## src/rtl/wpw_pkg.sv

```systemverilog
// Package for the windowed pixel writer with shade palette.
// Holds screen geometry, field widths, color masks and register index codes.
// Depends on nothing; every other file imports it.
`timescale 1ns / 1ps
`default_nettype none

package wpw_pkg;

   localparam int unsigned SCREEN_WIDTH  = 320;
   localparam int unsigned SCREEN_HEIGHT = 240;

   localparam int unsigned COLOR_W = 16;
   localparam int unsigned PAIR_W  = 8;
   localparam int unsigned ADDR_W  = 17;
   localparam int unsigned COL_W   = 9;
   localparam int unsigned ROW_W   = 9;
   localparam int unsigned EDGE_W  = 8;
   localparam int unsigned CSR_INDEX_W = 3;
   localparam int unsigned CSR_DATA_W  = 16;

   localparam logic [COLOR_W-1:0] MONO_MASK  = 16'h8410;
   localparam logic [COLOR_W-1:0] COLOR_ONES = 16'hFFFF;
   localparam logic [COLOR_W-1:0] RED_MASK   = 16'hF800;
   localparam logic [COLOR_W-1:0] GREEN_MASK = 16'h07E0;
   localparam logic [COLOR_W-1:0] BLUE_MASK  = 16'h001F;
   localparam logic [3:0]         SHADE_MAX  = 4'd15;
   localparam logic [ROW_W-1:0]   ROW_LIMIT  = 9'd511;

   typedef enum logic [CSR_INDEX_W-1:0] {
      CSR_WINDOW_LEFT   = 3'd0,
      CSR_WINDOW_TOP    = 3'd1,
      CSR_WINDOW_RIGHT  = 3'd2,
      CSR_WINDOW_BOTTOM = 3'd3,
      CSR_FORE_COLOR    = 3'd4,
      CSR_BACK_COLOR    = 3'd5,
      CSR_MONO_ENABLE   = 3'd6
   } csr_index_type;

endpackage

`default_nettype wire

```

## src/rtl/wpw_if.sv

```systemverilog
// Valid/ready channel interfaces for the request items and the write results.
// Depends on wpw_pkg for the field widths.
`timescale 1ns / 1ps
`default_nettype none

interface wpw_req_if import wpw_pkg::*; ();
   logic               valid;
   logic               ready;
   logic               mode;
   logic [COLOR_W-1:0] pixel_color;
   logic [PAIR_W-1:0]  shade_pair;

   modport source (output valid, output mode, output pixel_color, output shade_pair,
                   input ready);
   modport sink   (input valid, input mode, input pixel_color, input shade_pair,
                   output ready);
endinterface

interface wpw_rsp_if import wpw_pkg::*; ();
   logic               valid;
   logic               ready;
   logic               write_enable;
   logic [ADDR_W-1:0]  write_address;
   logic [COLOR_W-1:0] write_color;
   logic               past_window;
   logic               last_of_item;

   modport source (output valid, output write_enable, output write_address,
                   output write_color, output past_window, output last_of_item,
                   input ready);
   modport sink   (input valid, input write_enable, input write_address,
                   input write_color, input past_window, input last_of_item,
                   output ready);
endinterface

`default_nettype wire

```

## src/rtl/windowed_pixel_writer_with_shade_palette_top.sv

```systemverilog
// Top level of the windowed pixel writer with shade palette.
// Depends on wpw_pkg and on the channel interfaces in wpw_if.sv.
//
//   channel  direction  content
//   req_if   in         mode, pixel_color, shade_pair
//   rsp_if   out        write_enable, write_address, write_color, past_window, last_of_item
//   csr_*    in         csr_we, csr_index, csr_wdata
//
// A direct pixel gives one result and a shade pair two, one result per cycle while the
// single result register is free to take the next pixel.
// Each result is computed from the item held in the input register and kept in the result register.
// Reset is synchronous and clears the handshake state and the window position.
// A stalled result holds the input register, and the next transaction waits.
`timescale 1ns / 1ps
`default_nettype none

module windowed_pixel_writer_with_shade_palette_top import wpw_pkg::*; (
   input  wire logic                   clock,
   input  wire logic                   reset,
   wpw_req_if.sink                     req_if,
   wpw_rsp_if.source                   rsp_if,
   input  wire logic                   csr_we,
   input  wire logic [CSR_INDEX_W-1:0] csr_index,
   input  wire logic [CSR_DATA_W-1:0]  csr_wdata
);

   localparam logic [ADDR_W-1:0] SCREEN_W_A = ADDR_W'(SCREEN_WIDTH);
   localparam logic [10:0]       SCREEN_W_C = 11'(SCREEN_WIDTH);
   localparam logic [10:0]       SCREEN_H_C = 11'(SCREEN_HEIGHT);
   localparam logic [21:0]       RECIP_15   = 22'd2185;

   function automatic logic [5:0] blend(input logic [5:0] f, input logic [5:0] b,
                                        input logic [3:0] s);
      logic [9:0]  sum;
      logic [21:0] scaled;
      sum    = 10'(f) * 10'(s) + 10'(b) * 10'(SHADE_MAX - s);
      scaled = 22'(sum) * RECIP_15;
      return scaled[20:15];
   endfunction

   logic [COL_W-1:0]   window_left_ff, window_right_ff;
   logic [EDGE_W-1:0]  window_top_ff, window_bottom_ff;
   logic [COLOR_W-1:0] fore_color_ff, back_color_ff;
   logic               mono_enable_ff;
   logic [COL_W-1:0]   cur_col_ff, cur_col_in;
   logic [ROW_W-1:0]   cur_row_ff, cur_row_in;

   logic               hold_valid_ff, hold_valid_in;
   logic               hold_mode_ff;
   logic [COLOR_W-1:0] hold_pixel_ff;
   logic [PAIR_W-1:0]  hold_pair_ff;
   logic               hold_phase_ff, hold_phase_in;

   logic               rsp_valid_ff, rsp_valid_in;
   logic               rsp_we_ff;
   logic [ADDR_W-1:0]  rsp_addr_ff;
   logic [COLOR_W-1:0] rsp_color_ff;
   logic               rsp_past_ff;
   logic               rsp_last_ff;

   logic               wr_left, wr_top, wr_right, wr_bottom;
   logic               wr_fore, wr_back, wr_mono, wr_window;

   logic               out_free, issue, hold_last, hold_done, req_take;
   logic [3:0]         shade;
   logic [5:0]         red_q, green_q, blue_q;
   logic [COLOR_W-1:0] shade_color, raw_color, final_color;
   logic               past, in_window;
   logic [ADDR_W-1:0]  pix_addr;
   logic [COL_W:0]     col_step;

   always_comb begin
      wr_left   = 1'b0;
      wr_top    = 1'b0;
      wr_right  = 1'b0;
      wr_bottom = 1'b0;
      wr_fore   = 1'b0;
      wr_back   = 1'b0;
      wr_mono   = 1'b0;
      wr_window = 1'b0;
      if (csr_we) begin
         unique case (csr_index_type'(csr_index))
            CSR_WINDOW_LEFT:   wr_left   = 1'b1;
            CSR_WINDOW_TOP:    wr_top    = 1'b1;
            CSR_WINDOW_RIGHT:  wr_right  = 1'b1;
            CSR_WINDOW_BOTTOM: wr_bottom = 1'b1;
            CSR_FORE_COLOR:    wr_fore   = 1'b1;
            CSR_BACK_COLOR:    wr_back   = 1'b1;
            CSR_MONO_ENABLE:   wr_mono   = 1'b1;
            default:           wr_window = 1'b0;
         endcase
         unique case (csr_index_type'(csr_index)) inside
            CSR_WINDOW_LEFT, CSR_WINDOW_TOP, CSR_WINDOW_RIGHT, CSR_WINDOW_BOTTOM:
               wr_window = 1'b1;
            default: wr_window = 1'b0;
         endcase
      end
   end

   assign out_free  = !rsp_valid_ff || rsp_if.ready;
   assign issue     = hold_valid_ff && out_free;
   assign hold_last = !hold_mode_ff || hold_phase_ff;
   assign hold_done = issue && hold_last;
   assign req_take  = req_if.valid && req_if.ready;
   assign req_if.ready = !hold_valid_ff || hold_done;

   assign shade = hold_phase_ff ? hold_pair_ff[3:0] : hold_pair_ff[7:4];
   assign red_q   = blend({1'b0, fore_color_ff[15:11]}, {1'b0, back_color_ff[15:11]}, shade);
   assign green_q = blend(fore_color_ff[10:5], back_color_ff[10:5], shade);
   assign blue_q  = blend({1'b0, fore_color_ff[4:0]}, {1'b0, back_color_ff[4:0]}, shade);
   assign shade_color = (({red_q[4:0], 11'd0}) & RED_MASK)
                      | (({5'd0, green_q, 5'd0}) & GREEN_MASK)
                      | (({11'd0, blue_q[4:0]}) & BLUE_MASK);
   assign raw_color   = hold_mode_ff ? shade_color : hold_pixel_ff;
   assign final_color = !mono_enable_ff ? raw_color
                      : ((raw_color & MONO_MASK) != '0) ? COLOR_ONES : '0;

   assign past      = cur_row_ff > {1'b0, window_bottom_ff};
   assign in_window = (cur_col_ff <= window_right_ff) && !past
                   && ({2'b0, cur_col_ff} < SCREEN_W_C) && ({2'b0, cur_row_ff} < SCREEN_H_C);
   assign pix_addr = ADDR_W'(cur_col_ff) + ADDR_W'(cur_row_ff) * SCREEN_W_A;
   assign col_step = {1'b0, cur_col_ff} + 10'd1;

   always_comb begin
      cur_col_in = cur_col_ff;
      cur_row_in = cur_row_ff;
      if (wr_window) begin
         cur_col_in = wr_left ? csr_wdata[COL_W-1:0] : window_left_ff;
         cur_row_in = wr_top ? {1'b0, csr_wdata[EDGE_W-1:0]} : {1'b0, window_top_ff};
      end else if (issue) begin
         if (col_step > {1'b0, window_right_ff}) begin
            cur_col_in = window_left_ff;
            if (cur_row_ff < ROW_LIMIT) begin
               cur_row_in = cur_row_ff + 9'd1;
            end
         end else begin
            cur_col_in = col_step[COL_W-1:0];
         end
      end
   end

   always_comb begin
      hold_valid_in = hold_valid_ff;
      hold_phase_in = hold_phase_ff;
      if (req_take) begin
         hold_valid_in = 1'b1;
         hold_phase_in = 1'b0;
      end else if (hold_done) begin
         hold_valid_in = 1'b0;
      end else if (issue) begin
         hold_phase_in = 1'b1;
      end
      rsp_valid_in = issue || (rsp_valid_ff && !rsp_if.ready);
   end

   always_ff @(posedge clock) begin
      if (reset) begin
         window_left_ff   <= '0;
         window_top_ff    <= '0;
         window_right_ff  <= 9'd319;
         window_bottom_ff <= 8'd239;
         fore_color_ff    <= COLOR_ONES;
         back_color_ff    <= '0;
         mono_enable_ff   <= 1'b0;
         cur_col_ff       <= '0;
         cur_row_ff       <= '0;
         hold_valid_ff    <= 1'b0;
         hold_phase_ff    <= 1'b0;
         rsp_valid_ff     <= 1'b0;
      end else begin
         if (wr_left)   window_left_ff   <= csr_wdata[COL_W-1:0];
         if (wr_top)    window_top_ff    <= csr_wdata[EDGE_W-1:0];
         if (wr_right)  window_right_ff  <= csr_wdata[COL_W-1:0];
         if (wr_bottom) window_bottom_ff <= csr_wdata[EDGE_W-1:0];
         if (wr_fore)   fore_color_ff    <= csr_wdata[COLOR_W-1:0];
         if (wr_back)   back_color_ff    <= csr_wdata[COLOR_W-1:0];
         if (wr_mono)   mono_enable_ff   <= csr_wdata[0];
         cur_col_ff    <= cur_col_in;
         cur_row_ff    <= cur_row_in;
         hold_valid_ff <= hold_valid_in;
         hold_phase_ff <= hold_phase_in;
         rsp_valid_ff  <= rsp_valid_in;
      end
   end

   always_ff @(posedge clock) begin
      if (req_take) begin
         hold_mode_ff  <= req_if.mode;
         hold_pixel_ff <= req_if.pixel_color;
         hold_pair_ff  <= req_if.shade_pair;
      end
      if (issue) begin
         rsp_we_ff    <= in_window;
         rsp_addr_ff  <= in_window ? pix_addr : '0;
         rsp_color_ff <= in_window ? final_color : '0;
         rsp_past_ff  <= past;
         rsp_last_ff  <= hold_last;
      end
   end

   assign rsp_if.valid         = rsp_valid_ff;
   assign rsp_if.write_enable  = rsp_we_ff;
   assign rsp_if.write_address = rsp_addr_ff;
   assign rsp_if.write_color   = rsp_color_ff;
   assign rsp_if.past_window   = rsp_past_ff;
   assign rsp_if.last_of_item  = rsp_last_ff;

endmodule

`default_nettype wire

```

## src/flat_wrapper.sv

```systemverilog
// flat-port wrapper written by rule: the top's interface ports become plain ports
module windowed_pixel_writer_with_shade_palette_top_flat import wpw_pkg::*;
  (clock, reset, csr_we, csr_index, csr_wdata, req_if_valid, req_if_mode, req_if_pixel_color, req_if_shade_pair, req_if_ready, rsp_if_valid, rsp_if_write_enable, rsp_if_write_address, rsp_if_write_color, rsp_if_past_window, rsp_if_last_of_item, rsp_if_ready);
  wpw_req_if req_if_i ();
  wpw_rsp_if rsp_if_i ();
  input  wire logic clock;
  input  wire logic reset;
  input  wire logic csr_we;
  input  wire logic [CSR_INDEX_W-1:0] csr_index;
  input  wire logic [CSR_DATA_W-1:0] csr_wdata;
  input wire logic [$bits(req_if_i.valid)-1:0] req_if_valid;
  input wire logic [$bits(req_if_i.mode)-1:0] req_if_mode;
  input wire logic [$bits(req_if_i.pixel_color)-1:0] req_if_pixel_color;
  input wire logic [$bits(req_if_i.shade_pair)-1:0] req_if_shade_pair;
  output wire logic [$bits(req_if_i.ready)-1:0] req_if_ready;
  output wire logic [$bits(rsp_if_i.valid)-1:0] rsp_if_valid;
  output wire logic [$bits(rsp_if_i.write_enable)-1:0] rsp_if_write_enable;
  output wire logic [$bits(rsp_if_i.write_address)-1:0] rsp_if_write_address;
  output wire logic [$bits(rsp_if_i.write_color)-1:0] rsp_if_write_color;
  output wire logic [$bits(rsp_if_i.past_window)-1:0] rsp_if_past_window;
  output wire logic [$bits(rsp_if_i.last_of_item)-1:0] rsp_if_last_of_item;
  input wire logic [$bits(rsp_if_i.ready)-1:0] rsp_if_ready;
  assign req_if_i.valid = req_if_valid;
  assign req_if_i.mode = req_if_mode;
  assign req_if_i.pixel_color = req_if_pixel_color;
  assign req_if_i.shade_pair = req_if_shade_pair;
  assign req_if_ready = req_if_i.ready;
  assign rsp_if_valid = rsp_if_i.valid;
  assign rsp_if_write_enable = rsp_if_i.write_enable;
  assign rsp_if_write_address = rsp_if_i.write_address;
  assign rsp_if_write_color = rsp_if_i.write_color;
  assign rsp_if_past_window = rsp_if_i.past_window;
  assign rsp_if_last_of_item = rsp_if_i.last_of_item;
  assign rsp_if_i.ready = rsp_if_ready;
  windowed_pixel_writer_with_shade_palette_top u_core (.clock(clock), .reset(reset), .req_if(req_if_i), .rsp_if(rsp_if_i), .csr_we(csr_we), .csr_index(csr_index), .csr_wdata(csr_wdata));
endmodule
```

## config.mk

```make
export PLATFORM = sky130hd
export DESIGN_NAME = windowed_pixel_writer_with_shade_palette_top_flat
export DESIGN_NICKNAME = d
export VERILOG_FILES = /design/src/rtl/wpw_pkg.sv /design/src/rtl/wpw_if.sv /design/src/rtl/windowed_pixel_writer_with_shade_palette_top.sv /design/src/flat_wrapper.sv
export SDC_FILE = /design/constraint.sdc
export NUM_CORES = 1
export LEC_CHECK = 0
export BUFFER_PORTS_ARGS = -buffer_cell sky130_fd_sc_hd__buf_2
export CAP_MARGIN = 20
export CORE_MARGIN = 2
export CORE_UTILIZATION = 65
export CTS_CLUSTER_SIZE = 28
export DETAILED_ROUTE_END_ITERATION = 10
export PLACE_DENSITY = 0.81
export RECOVER_POWER = 100
export SLEW_MARGIN = 20
export SYNTH_ARGS = -nofsm -noshare
export SYNTH_HDL_FRONTEND = slang
export SYNTH_SLANG_ARGS = --single-unit
```

## constraint.sdc

```tcl
create_clock -name clock -period 22.5 [get_ports clock]
set_clock_uncertainty 0.15 [all_clocks]
set_input_delay 4.5 -clock clock [delete_from_list [all_inputs] [get_ports clock]]
set_output_delay 4.5 -clock clock [all_outputs]
set_load 0.005 [all_outputs]
```

* Word level (Yosys, flattened, before mapping)
Index checks and enable logic that the tools add are counted.
Storage, ports and cells: output and inout bits 38, input port bits 49, register bits 149, word-level logic and storage cells 109
Cells by class: $add $sub $neg 7, order comparisons 6, eq/ne operators 6, mux-type cells 31, bitwise operators 3, multiply operators 10, reductions and logical operators 26
Operator list (number):
- 9-bit two-way mux | 8
- 16-bit two-way mux | 3
- 10-bit by 12-bit multiplier with 20-bit output (second input constant) | 2
- 10-bit by 12-bit multiplier with 21-bit output (second input constant) | 1
- 9-bit by 10-bit adder with 10-bit output | 2
- 5-bit by 10-bit multiplier with 10-bit output | 2
- 9-bit less-than comparator (second input constant) | 2
- 5-bit by 4-bit multiplier with 9-bit output | 2
- 1-bit two-way mux | 18
- 9-bit by 17-bit adder with 17-bit output | 1
- 16-bit by 11-bit bitwise OR with 16-bit output | 1
- 16-bit by 5-bit bitwise OR with 16-bit output | 1
- 16-bit nonzero test | 1
- 9-bit by 3-bit multiplier with 11-bit output (second input constant) | 1
- 10-bit adder | 1
- 9-bit by 1-bit adder with 10-bit output (second input constant) | 1
- 10-bit by 9-bit > comparator with 1-bit output | 1
- 6-bit by 10-bit multiplier with 10-bit output | 1
- 6-bit by 4-bit multiplier with 10-bit output | 1
- 9-bit by 1-bit adder with 9-bit output (second input constant) | 1
- 3-bit equality test (second input constant) | 3
- 9-bit by 8-bit > comparator with 1-bit output | 1
- 9-bit <= comparator | 1
- 9-bit by 8-bit less-than comparator with 1-bit output (second input constant) | 1
- 15 further kinds | 32

* Logic depth before layout (Yosys ltp)
Gate-level depths: netlist of run 1.
word-level depth 11, depth in mapped cells 40, gate-level depth less buffers 37

* Worst setup path after synthesis of run 1
OpenSTA, ideal clock, no wires.
path type input-to-output, from input port rsp_if_ready, to output port req_if_ready, path slack 13049 ps, data required time 17850 ps, cell stages on the path 3, arrival time 4801 ps, cell sequence nand2b_1 -> nand2_1 -> nand2_1
On the way: word-level cells in the longest chain between the ends 4
RTL lines:
- start, declared | line flat_wrapper.sv:22 | input wire logic [$bits(rsp_if_i.ready)-1:0] rsp_if_ready;
- 1-bit logical OR | line windowed_pixel_writer_with_shade_palette_top.sv:100 | assign out_free = !rsp_valid_ff || rsp_if.ready;
- 1-bit logical AND | line windowed_pixel_writer_with_shade_palette_top.sv:101 | assign issue = hold_valid_ff && out_free;
- 1-bit logical AND | line windowed_pixel_writer_with_shade_palette_top.sv:103 | assign hold_done = issue && hold_last;
- 1-bit logical OR | line windowed_pixel_writer_with_shade_palette_top.sv:105 | assign req_if.ready = !hold_valid_ff || hold_done;
- end, declared | line flat_wrapper.sv:15 | output wire logic [$bits(req_if_i.ready)-1:0] req_if_ready;
No other way between the ends.

* Worst setup path in the final report of run 1
from register u_core.hold_phase_ff, to register u_core.rsp_color_ff[11], in the netlist u_core.rsp_if.write_color[11], data pin
On the way: word-level cells in the longest chain between the ends 11, elaborated cells on any way between the ends 20, those cells by class add/sub: 4; mul: 9; mux: 4; bitwise: 2; reduce/logical: 1
RTL lines:
- start, declared | line windowed_pixel_writer_with_shade_palette_top.sv:52 | logic hold_phase_ff, hold_phase_in;
- start signal, assigned | line windowed_pixel_writer_with_shade_palette_top.sv:181 | hold_phase_ff <= hold_phase_in;
- 4-bit two-way mux (*) | line windowed_pixel_writer_with_shade_palette_top.sv:107 | assign shade = hold_phase_ff ? hold_pair_ff[3:0] : hold_pair_ff[7:4];
- 4-bit by 4-bit subtractor with 5-bit output | line windowed_pixel_writer_with_shade_palette_top.sv:36 | sum = 10'(f) * 10'(s) + 10'(b) * 10'(SHADE_MAX - s);
- 6-bit by 10-bit multiplier with 10-bit output or 5-bit by 10-bit multiplier with 10-bit output (tied branches) | line windowed_pixel_writer_with_shade_palette_top.sv:36
- 10-bit adder or 9-bit by 10-bit adder with 10-bit output (tied branches) | line windowed_pixel_writer_with_shade_palette_top.sv:36
- 10-bit by 12-bit multiplier with 21-bit output or 10-bit by 12-bit multiplier with 20-bit output (tied branches) | line windowed_pixel_writer_with_shade_palette_top.sv:37 | scaled = 22'(sum) * RECIP_15;
- 16-bit by 11-bit bitwise OR with 16-bit output | line windowed_pixel_writer_with_shade_palette_top.sv:112 | | (({5'd0, green_q, 5'd0}) & GREEN_MASK)
- 16-bit by 5-bit bitwise OR with 16-bit output (*) | line windowed_pixel_writer_with_shade_palette_top.sv:113 | | (({11'd0, blue_q[4:0]}) & BLUE_MASK);
- 16-bit two-way mux (*) | line windowed_pixel_writer_with_shade_palette_top.sv:114 | assign raw_color = hold_mode_ff ? shade_color : hold_pixel_ff;
- 16-bit nonzero test | line windowed_pixel_writer_with_shade_palette_top.sv:116 | : ((raw_color & MONO_MASK) != '0) ? COLOR_ONES : '0;
- 16-bit two-way mux | line windowed_pixel_writer_with_shade_palette_top.sv:116
- 16-bit two-way mux (*) | line windowed_pixel_writer_with_shade_palette_top.sv:115 | assign final_color = !mono_enable_ff ? raw_color
- end signal, assigned | line windowed_pixel_writer_with_shade_palette_top.sv:195 | rsp_color_ff <= in_window ? final_color : '0;
- end, declared | line windowed_pixel_writer_with_shade_palette_top.sv:57 | logic [COLOR_W-1:0] rsp_color_ff;
Every way passes the cells marked *; elsewhere a longest branch is shown, timed or not. A chain may end at the register's enable or synchronous reset.

==> results of run 1 <==
## worst max-delay path, delay by kind of cell, from the launching register on
kind	cells	cell delay, ns
adder cells (fa/ha/maj)	11	4.66
AO/OA/AOI/OAI	7	2.23
multiplexers	1	1.38
XOR/XNOR	3	0.69
flip-flops	1	0.57
buffers and inverters	8	0.52
AND/OR/NAND/NOR	3	0.47
## cells by family (layout without fill, tap and decap cells)
group                      after synthesis  count (layout)  synth area share [%]
AOI/OAI and AO/OA                      227             227                  10.9
adders and majority gates              338             338                  34.9
xor gates and xnor gates                63              63                  3.98
and+or+nand+nor                        438             438                  15.2
other                                    2               5                0.0528
buffers and inverters                  283             367                  7.64
muxes                                   27              27                  2.03
DFF                                    149             149                  25.3
## metrics by stage
stage	cells	area (um2)	hold slack, ns	utilization, %
floorplan	1530	14200	0.286	-
finish	1894	15400	0.309	71.0
CTS	1894	15500	0.308	71.6
detailed placement	1862	14900	0.299	69.0
global placement	1862	14900	0.294	69.0
global route	1894	15400	0.329	71.0
## path summary, 6_finish.rpt
kind                              from                             to  slack (ns)  depth (start not counted)
max               u_core.hold_phase_ff  u_core.rsp_if.write_color[11]       11.53                         33
min          u_core.window_right_ff[6]      u_core.window_right_ff[6]        0.31                          2
max reg2reg       u_core.hold_phase_ff  u_core.rsp_if.write_color[11]       11.53                         33
min reg2reg  u_core.window_right_ff[6]      u_core.window_right_ff[6]        0.31                          2
## area by class of cell
type / instances / area [um2]
inverters: 239 / 897
fillers: 1707 / 6270
multi-input cells: 1098 / 9500
flip-flops and latches: 149 / 3590
repair buffers: 96 / 438
clock buffers: 19 / 454
well taps: 280 / 350
clock inverters: 13 / 120
## cells in the final DEF, fill, tap and decap left out, types with 22 or more instances in the layout
cell	netlist	final
a211o_1	24	24
a21oi_1	76	77
and2_1	77	76
buf_2	1	50
clkbuf_1	38	43
dfxtp_1	88	88
edfxtp_1	61	61
fa_1	98	98
ha_1	240	240
inv_1	238	238
mux2i_1	21	22
nand2_1	162	162
nor2_1	69	69
nor2b_1	28	28
o21ai_0	24	26
xnor2_1	47	47
## layer usage
| metal | routed length, um | global-route usage (%) | up-vias | part of all wire (%) |
|---|---|---|---|---|
| met3 | 1840 | 4.11 | 106 | 5.6 |
| li1 | - | - | 5251 | - |
| met2 | 17000 | 52.4 | 384 | 52 |
| met1 | 12800 | 34.5 | 5238 | 39 |
| met4 | 1400 | 12.9 | 0 | 4.2 |
| met5 | 0 | 0 | - | 0 |
## registers in the layout, indices dropped and copies added (netlist names), 8 cells and up
register and cells:
u_core.window_left_ff 9, u_core.cur_col_ff 9, u_core.window_right_ff 9, u_core.rsp_if.write_address 17
u_core.hold_pair_ff 8, u_core.back_color_ff 16, u_core.window_bottom_ff 8, u_core.window_top_ff 8
u_core.cur_row_ff 9, u_core.hold_pixel_ff 16, u_core.rsp_if.write_color 16, u_core.fore_color_ff 16
==> results_tabular.tex, run 1 <==
\begin{tabular}{lr}
\hline
Metric & Value \\
\hline
\multicolumn{2}{l}{\textbf{Global route}} \\
\quad Maximum number of pins on one net before global-route repair & 65 \\
\quad Number of antenna violations at the first check in global routing & 0 \\
\quad Wire length of the first global-routing pass & 54600 um \\
\quad Total global routing overflow & 0 \\
\quad Via count of the first global-routing pass & 11500 \\
\quad Total global routing track utilization & 29.1\% \\
\multicolumn{2}{l}{\textbf{Floorplan}} \\
\quad Die span in x & 152 um \\
\quad Chip Height & 152 um \\
\quad Core Region & 21600 um2 \\
\quad Die Footprint & 23100 um2 \\
\quad Row count & 54 \\
\quad Top-level port count & 87 \\
\quad Starting utilization of the core area & 65.8\% \\
\multicolumn{2}{l}{\textbf{Worst setup path}} \\
\quad Startpoint types & register \\
\quad Crit path max-delay cell type & mux2i\_1 \\
\quad Slowest cell delay on critical path & 1.38 ns \\
\quad Biggest fanout along the worst timing path & 16 \\
\quad Arrival time at the worst endpoint & 10.95 ns \\
\quad Critical Path RT & 22.47 ns \\
\quad Cell repeated most along the worst path & inv\_1 \\
\quad Category of the most critical setup path & reg2reg \\
\quad Crit path capture type & register \\
\multicolumn{2}{l}{\textbf{Drt}} \\
\quad Routed via count & 11000 \\
\quad Wirelength per Cell & 17.5 um \\
\quad Iteration count of the initial detailed-routing pass & 5 \\
\quad Final wirelength & 33100 um \\
\quad DRC Markers & 0 \\
\quad Post-DRT Antenna Nets & 0 \\
\quad Number of design-rule violations left by the first detailed-router iteration & 646 \\
\quad Post-detailed-route via-to-cell ratio & 5.80 \\
\multicolumn{2}{l}{\textbf{Clocking}} \\
\quad Clk root buf & clkbuf\_16 \\
\quad Post-CTS clock slew at the launch and capture registers of the worst setup and hold paths & 0.07 ns \\
\quad Clock buffers created by TritonCTS & 17 \\
\quad CTS resizes & 0 \\
\quad Bufs on Longest Clock Path & 2 \\
\quad Total of hold buffers inserted after clock tree synthesis & 0 \\
\quad Total clock sinks & 149 \\
\quad Worst-Skew Late Latency & 0.44 ns \\
\quad CTS H-tree depth & 4 \\
\quad Clock tree from TritonCTS & done \\
\quad Post-CTS Setup Bufs & 0 \\
\multicolumn{2}{l}{\textbf{Synth}} \\
\quad Most common flop cell mapped by yosys & dfxtp\_1 \\
\quad Sequential-to-total area share from yosys stat & 25.3\% \\
\quad Post-synthesis average cell area & 9.32 um2 \\
\quad Combined area of all synthesized cells & 14200 um2 \\
\quad Post-synth EDFFs & 61 \\
\quad Main area contributors after synthesis & ha\_1, fa\_1, edfxtp\_1 \\
\quad Unique cell type count in the Yosys netlist & 73 \\
\quad List of most frequent post-synthesis cells & ha\_1, inv\_1, nand2\_1 \\
\quad Async set-or-reset flop fraction in the synthesized netlist & 0\% \\
\quad Cell with the most instances after synthesis & ha\_1 \\
\quad Library cell with the largest summed area after synthesis & ha\_1 \\
\quad Number of instances in the synthesized netlist & 1527 \\
\quad Number of warnings reported in the yosys synthesis log & 0 \\
\quad Area share of the largest cell type after synthesis & 21.1\% \\
\quad Register bit count reported by yosys & 149 \\
\multicolumn{2}{l}{\textbf{Job}} \\
\quad Max-cap violations & 4 \\
\multicolumn{2}{l}{\textbf{Cells and area}} \\
\quad Number of nets in the layout & 1988 \\
\quad Fraction of layout instances using a drive strength above 1 & 5.95\% \\
\quad Synthesis-to-finish area growth & 7.91\% \\
\quad Antenna diode count & 0 \\
\multicolumn{2}{l}{\textbf{Status}} \\
\quad Result of the run & finished, violations left \\
\quad Violated checks & max-capacitance violations, max-slew violations \\
\multicolumn{2}{l}{\textbf{Timing}} \\
\quad RSZ-0062 raised after global routing & false \\
\quad Endpoints failing hold & 0 \\
\quad Slew Limit Fails & 152 \\
\quad Worst Tran Pin Value & 2.98 ns \\
\quad PnR worst setup slack & 11.53 ns \\
\quad Highest attainable clock frequency & 91.1 MHz \\
\quad Endpoints failing setup & 0 \\
\quad Final critical-path share of the clock period & 48.8\% \\
\quad Final critical path time including I/O delays and setup & 10.97 ns \\
\quad Slew Limit Headroom & -98.8\% \\
\quad Final sum of negative setup slack & 0 ns \\
\multicolumn{2}{l}{\textbf{Placement}} \\
\quad Worst setup slack after placement & 12.71 ns \\
\quad Global placer's final weighted congestion & 0.895 \\
\quad Detailed-placement wirelength estimate & 25200 um \\
\quad Number of buffers added on ports & 86 \\
\multicolumn{2}{l}{\textbf{Hold path}} \\
\quad Hold WC Path Type & reg2reg \\
\hline
\end{tabular}
Power of run 1 is left out: the tool's default activity adds up to more than one toggle a clock period on the data nets, which glitch-free logic cannot reach.
==> inputs of run 2 (changes only) <==
--- a/config.mk
+++ b/config.mk
@@ -8,10 +8,10 @@
 export BUFFER_PORTS_ARGS = -buffer_cell sky130_fd_sc_hd__buf_2
 export CAP_MARGIN = 20
 export CORE_MARGIN = 2
-export CORE_UTILIZATION = 65
+export CORE_UTILIZATION = 63
 export CTS_CLUSTER_SIZE = 28
 export DETAILED_ROUTE_END_ITERATION = 10
-export PLACE_DENSITY = 0.81
+export PLACE_DENSITY = 0.79
 export RECOVER_POWER = 100
 export SLEW_MARGIN = 20
 export SYNTH_ARGS = -nofsm -noshare
==> constraint.sdc (replaced) <==
create_clock -name clock -period 10.5 [get_ports clock]
set_clock_uncertainty 0.15 [all_clocks]
set_input_delay 2.1 -clock clock [delete_from_list [all_inputs] [get_ports clock]]
set_output_delay 2.1 -clock clock [all_outputs]
set_load 0.005 [all_outputs]
==> run 2 against run 1 <==
Net effect:
- the run still ends with max-capacitance violations, max-slew violations left
- design area up 0.51%
- sequential share of layout area down 0.12 points
- die area increased by 3.1%
- fmax up 14%
- critical path depth did not move
- critical path type unchanged
- highest routed layer unchanged
==> results_tabular.tex, run 2 (synthesis gave the netlist of run 1 again) <==
\begin{tabular}{lr}
\hline
Metric & Value \\
\hline
\multicolumn{2}{l}{\textbf{Global route}} \\
\quad Number of antenna violations at the first check in global routing & 1 (was 0) \\
\quad Maximum number of pins on one net before global-route repair & 43 (was 65) \\
\quad Global Route met3 Usage & 3.42\% (was 4.11\%) \\
\quad Wire length of the first global-routing pass & 53700 um (was 54600 um) \\
\quad Met1 Use GR & 33.7\% (was 34.5\%) \\
\quad Met2 demand-to-capacity share in global routing & 50.5\% (was 52.4\%) \\
\quad GRT busiest layer & met2 (unchanged) \\
\quad Total global routing track utilization & 28.0\% (was 29.1\%) \\
\quad Via count of the first global-routing pass & 11300 (was 11500) \\
\quad Total global routing overflow & 0 (unchanged) \\
\multicolumn{2}{l}{\textbf{Timing}} \\
\quad Worst Tran Pin Value & 1.86 ns (was 2.98 ns) \\
\quad Highest attainable clock frequency & 104 MHz (was 91.1 MHz) \\
\quad Slew Limit Headroom & -24.1\% (was -98.8\%) \\
\quad Endpoints failing hold & 0 (unchanged) \\
\quad Final critical path time including I/O delays and setup & 9.65 ns (was 10.97 ns) \\
\quad Endpoints failing setup & 0 (unchanged) \\
\quad RSZ-0062 raised after global routing & false (unchanged) \\
\quad Final critical-path share of the clock period & 91.9\% (was 48.8\%) \\
\quad Final sum of negative setup slack & 0 ns (unchanged) \\
\quad Slew Limit Fails & 145 (was 152) \\
\multicolumn{2}{l}{\textbf{Clocking}} \\
\quad Post-CTS Setup Bufs & 0 (unchanged) \\
\quad Post-CTS clock slew at the launch and capture registers of the worst setup and hold paths & 0.07 ns (about the same) \\
\quad Worst-Skew Late Latency & 0.44 ns (about the same) \\
\quad Clk root buf & clkbuf\_16 (unchanged) \\
\quad Clock tree from TritonCTS & done (unchanged) \\
\quad Total clock sinks & 149 (unchanged) \\
\quad Total of hold buffers inserted after clock tree synthesis & 0 (unchanged) \\
\quad CTS H-tree depth & 4 (unchanged) \\
\quad CTS resizes & 0 (unchanged) \\
\quad Bufs on Longest Clock Path & 2 (unchanged) \\
\quad Clock buffers created by TritonCTS & 17 (unchanged) \\
\multicolumn{2}{l}{\textbf{Floorplan}} \\
\quad Die Footprint & 23800 um2 (was 23100 um2) \\
\quad Die span in x & 154 um (was 152 um) \\
\quad Chip Height & 154 um (was 152 um) \\
\quad Core Region & 22000 um2 (was 21600 um2) \\
\quad Row count & 54 (unchanged) \\
\quad Top-level port count & 87 (unchanged) \\
\quad Starting utilization of the core area & 64.6\% (was 65.8\%) \\
\multicolumn{2}{l}{\textbf{Cells and area}} \\
\quad Fillers & 1769 (was 1707) \\
\quad Max FFs per register & 17 (unchanged) \\
\quad Number of nets in the layout & 1988 (unchanged) \\
\quad Most frequent cells in the layout & ha\_1, inv\_1, nand2\_1, fa\_1, dfxtp\_1 (unchanged) \\
\quad Synthesis-to-finish area growth & 8.46\% (was 7.91\%) \\
\quad Multi-input logic area & 9510 um2 (was 9500 um2) \\
\quad Finished Layout Cells & 1896 (was 1894) \\
\quad Final Util & 70.1\% (was 71.0\%) \\
\quad Footprint of the flip-flops and latches & 3590 um2 (unchanged) \\
\quad Commonest non-fill, non-tap cell in the layout & ha\_1 (unchanged) \\
\quad Fraction of layout instances using a drive strength above 1 & 6.82\% (was 5.95\%) \\
\multicolumn{2}{l}{\textbf{Worst setup path}} \\
\quad Crit path max-delay cell type & mux2i\_1 (unchanged) \\
\quad R2R Path End & u\_core.rsp\_if.write\_color[2] (was u\_core.rsp\_if.write\_color[11]) \\
\quad Critical Path RT & 10.45 ns (was 22.47 ns) \\
\quad R2R setup slack & 0.85 ns (was 11.53 ns) \\
\quad Cell repeated most along the worst path & inv\_1 (unchanged) \\
\quad Startpoint types & register (unchanged) \\
\quad Arrival time at the worst endpoint & 9.60 ns (was 10.95 ns) \\
\quad Biggest fanout along the worst timing path & 13 (was 16) \\
\quad Crit path capture type & register (unchanged) \\
\quad Category of the most critical setup path & reg2reg (unchanged) \\
\quad Launching point of the worst reg2reg path & u\_core.hold\_phase\_ff (unchanged) \\
\quad Cell count of the worst reg-to-reg path & 33 (unchanged) \\
\quad Slowest cell delay on critical path & 0.70 ns (was 1.38 ns) \\
\multicolumn{2}{l}{\textbf{Placement}} \\
\quad Detailed-placement wirelength estimate & 25300 um (was 25200 um) \\
\quad Global placer's final weighted congestion & 0.872 (was 0.895) \\
\quad Number of placed instances with taps included & 1862 (unchanged) \\
\quad Number of buffers added on ports & 86 (unchanged) \\
\multicolumn{2}{l}{\textbf{Hold path}} \\
\quad Hold WC Path Type & reg2reg (unchanged) \\
\quad End point of the worst hold path & u\_core.window\_bottom\_ff[4] (was u\_core.window\_right\_ff[6]) \\
\quad Hold path startpoint & u\_core.window\_bottom\_ff[4] (was u\_core.window\_right\_ff[6]) \\
\quad Hold Crit Depth & 2 (unchanged) \\
\multicolumn{2}{l}{\textbf{Drt}} \\
\quad Final wirelength & 32200 um (was 33100 um) \\
\quad Routed via count & 10900 (was 11000) \\
\quad Iteration count of the initial detailed-routing pass & 5 (unchanged) \\
\quad Wirelength per Cell & 17.0 um (was 17.5 um) \\
\quad DRC Markers & 0 (unchanged) \\
\quad Post-DRT Antenna Nets & 0 (unchanged) \\
\quad Post-detailed-route via-to-cell ratio & 5.77 (was 5.80) \\
\quad Number of design-rule violations left by the first detailed-router iteration & 542 (was 646) \\
\multicolumn{2}{l}{\textbf{Job}} \\
\quad Max-cap violations & 4 (unchanged) \\
\multicolumn{2}{l}{\textbf{Status}} \\
\quad Result of the run & finished, violations left (unchanged) \\
\quad Violated checks & max-capacitance violations, max-slew violations (unchanged) \\
\hline
\end{tabular}
-- run 2: cell types whose count changed in the layout (fill, tap and decap cells not counted), moves of 2 or more --
| cell | delta |
|---|---|
| clkbuf_1 | -11 |
| diode_2 | +2 |
| clkinv_2 | -3 |
| clkbuf_16 | +2 |
| buf_2 | +11 |
-- run 2: worst max path at each step --
stage | startpoint | to | slack (ns) | cells past startpoint
global placement | u_core.hold_phase_ff | u_core.rsp_if.write_color[9] | 1.18 | 33
CTS | u_core.hold_phase_ff | u_core.rsp_if.write_color[9] | 0.82 | 33
finish | u_core.hold_phase_ff | u_core.rsp_if.write_color[2] | 0.85 | 33
detailed placement | u_core.hold_phase_ff | u_core.rsp_if.write_color[9] | 0.88 | 33
global route | u_core.hold_phase_ff | u_core.rsp_if.write_color[2] | 0.23 | 33
floorplan | u_core.hold_phase_ff | u_core.rsp_if.write_color[0] | 1.82 | 36
-- run 2: worst max-delay path: cells and delay by family, from the launching register on --
kind	cells	cell delay [ns]
XOR/XNOR	3	0.57
flip-flops	1	0.62
adder cells (fa/ha/maj)	11	4.57
AO/OA/AOI/OAI	8	1.96
multiplexers	1	0.70
buffers and inverters	8	0.47
AND/OR/NAND/NOR	2	0.26
-- run 2: layer usage --
metal  vias up  share of wire [%]  wire [um]
met2       275                 51      16500
met3        75                4.4       1430
met5         -                  0          0
li1       5261                  -          -
met1      5330                 41      13100
met4         0                3.5       1140
-- run 2: through the flow --
stage	hold slack [ns]	cell area [um2]	setup WS, ns
global route	0.331	15400	0.228
finish	0.311	15400	0.848
floorplan	0.286	14200	1.82
detailed placement	0.298	14900	0.885
global placement	0.293	14900	1.18
CTS	0.307	15500	0.824
-- run 2: area by class of cell --
cell class,instances,share of cell area (%)
multi-input cells,1098,61.6
clock buffers,22,3.36
inverters,239,5.81
flip-flops and latches,149,23.3
clock inverters,10,0.673
repair buffers,96,2.93
diodes,2,0.0324
well taps,280,2.27
Power of run 2 is left out for the same reason.
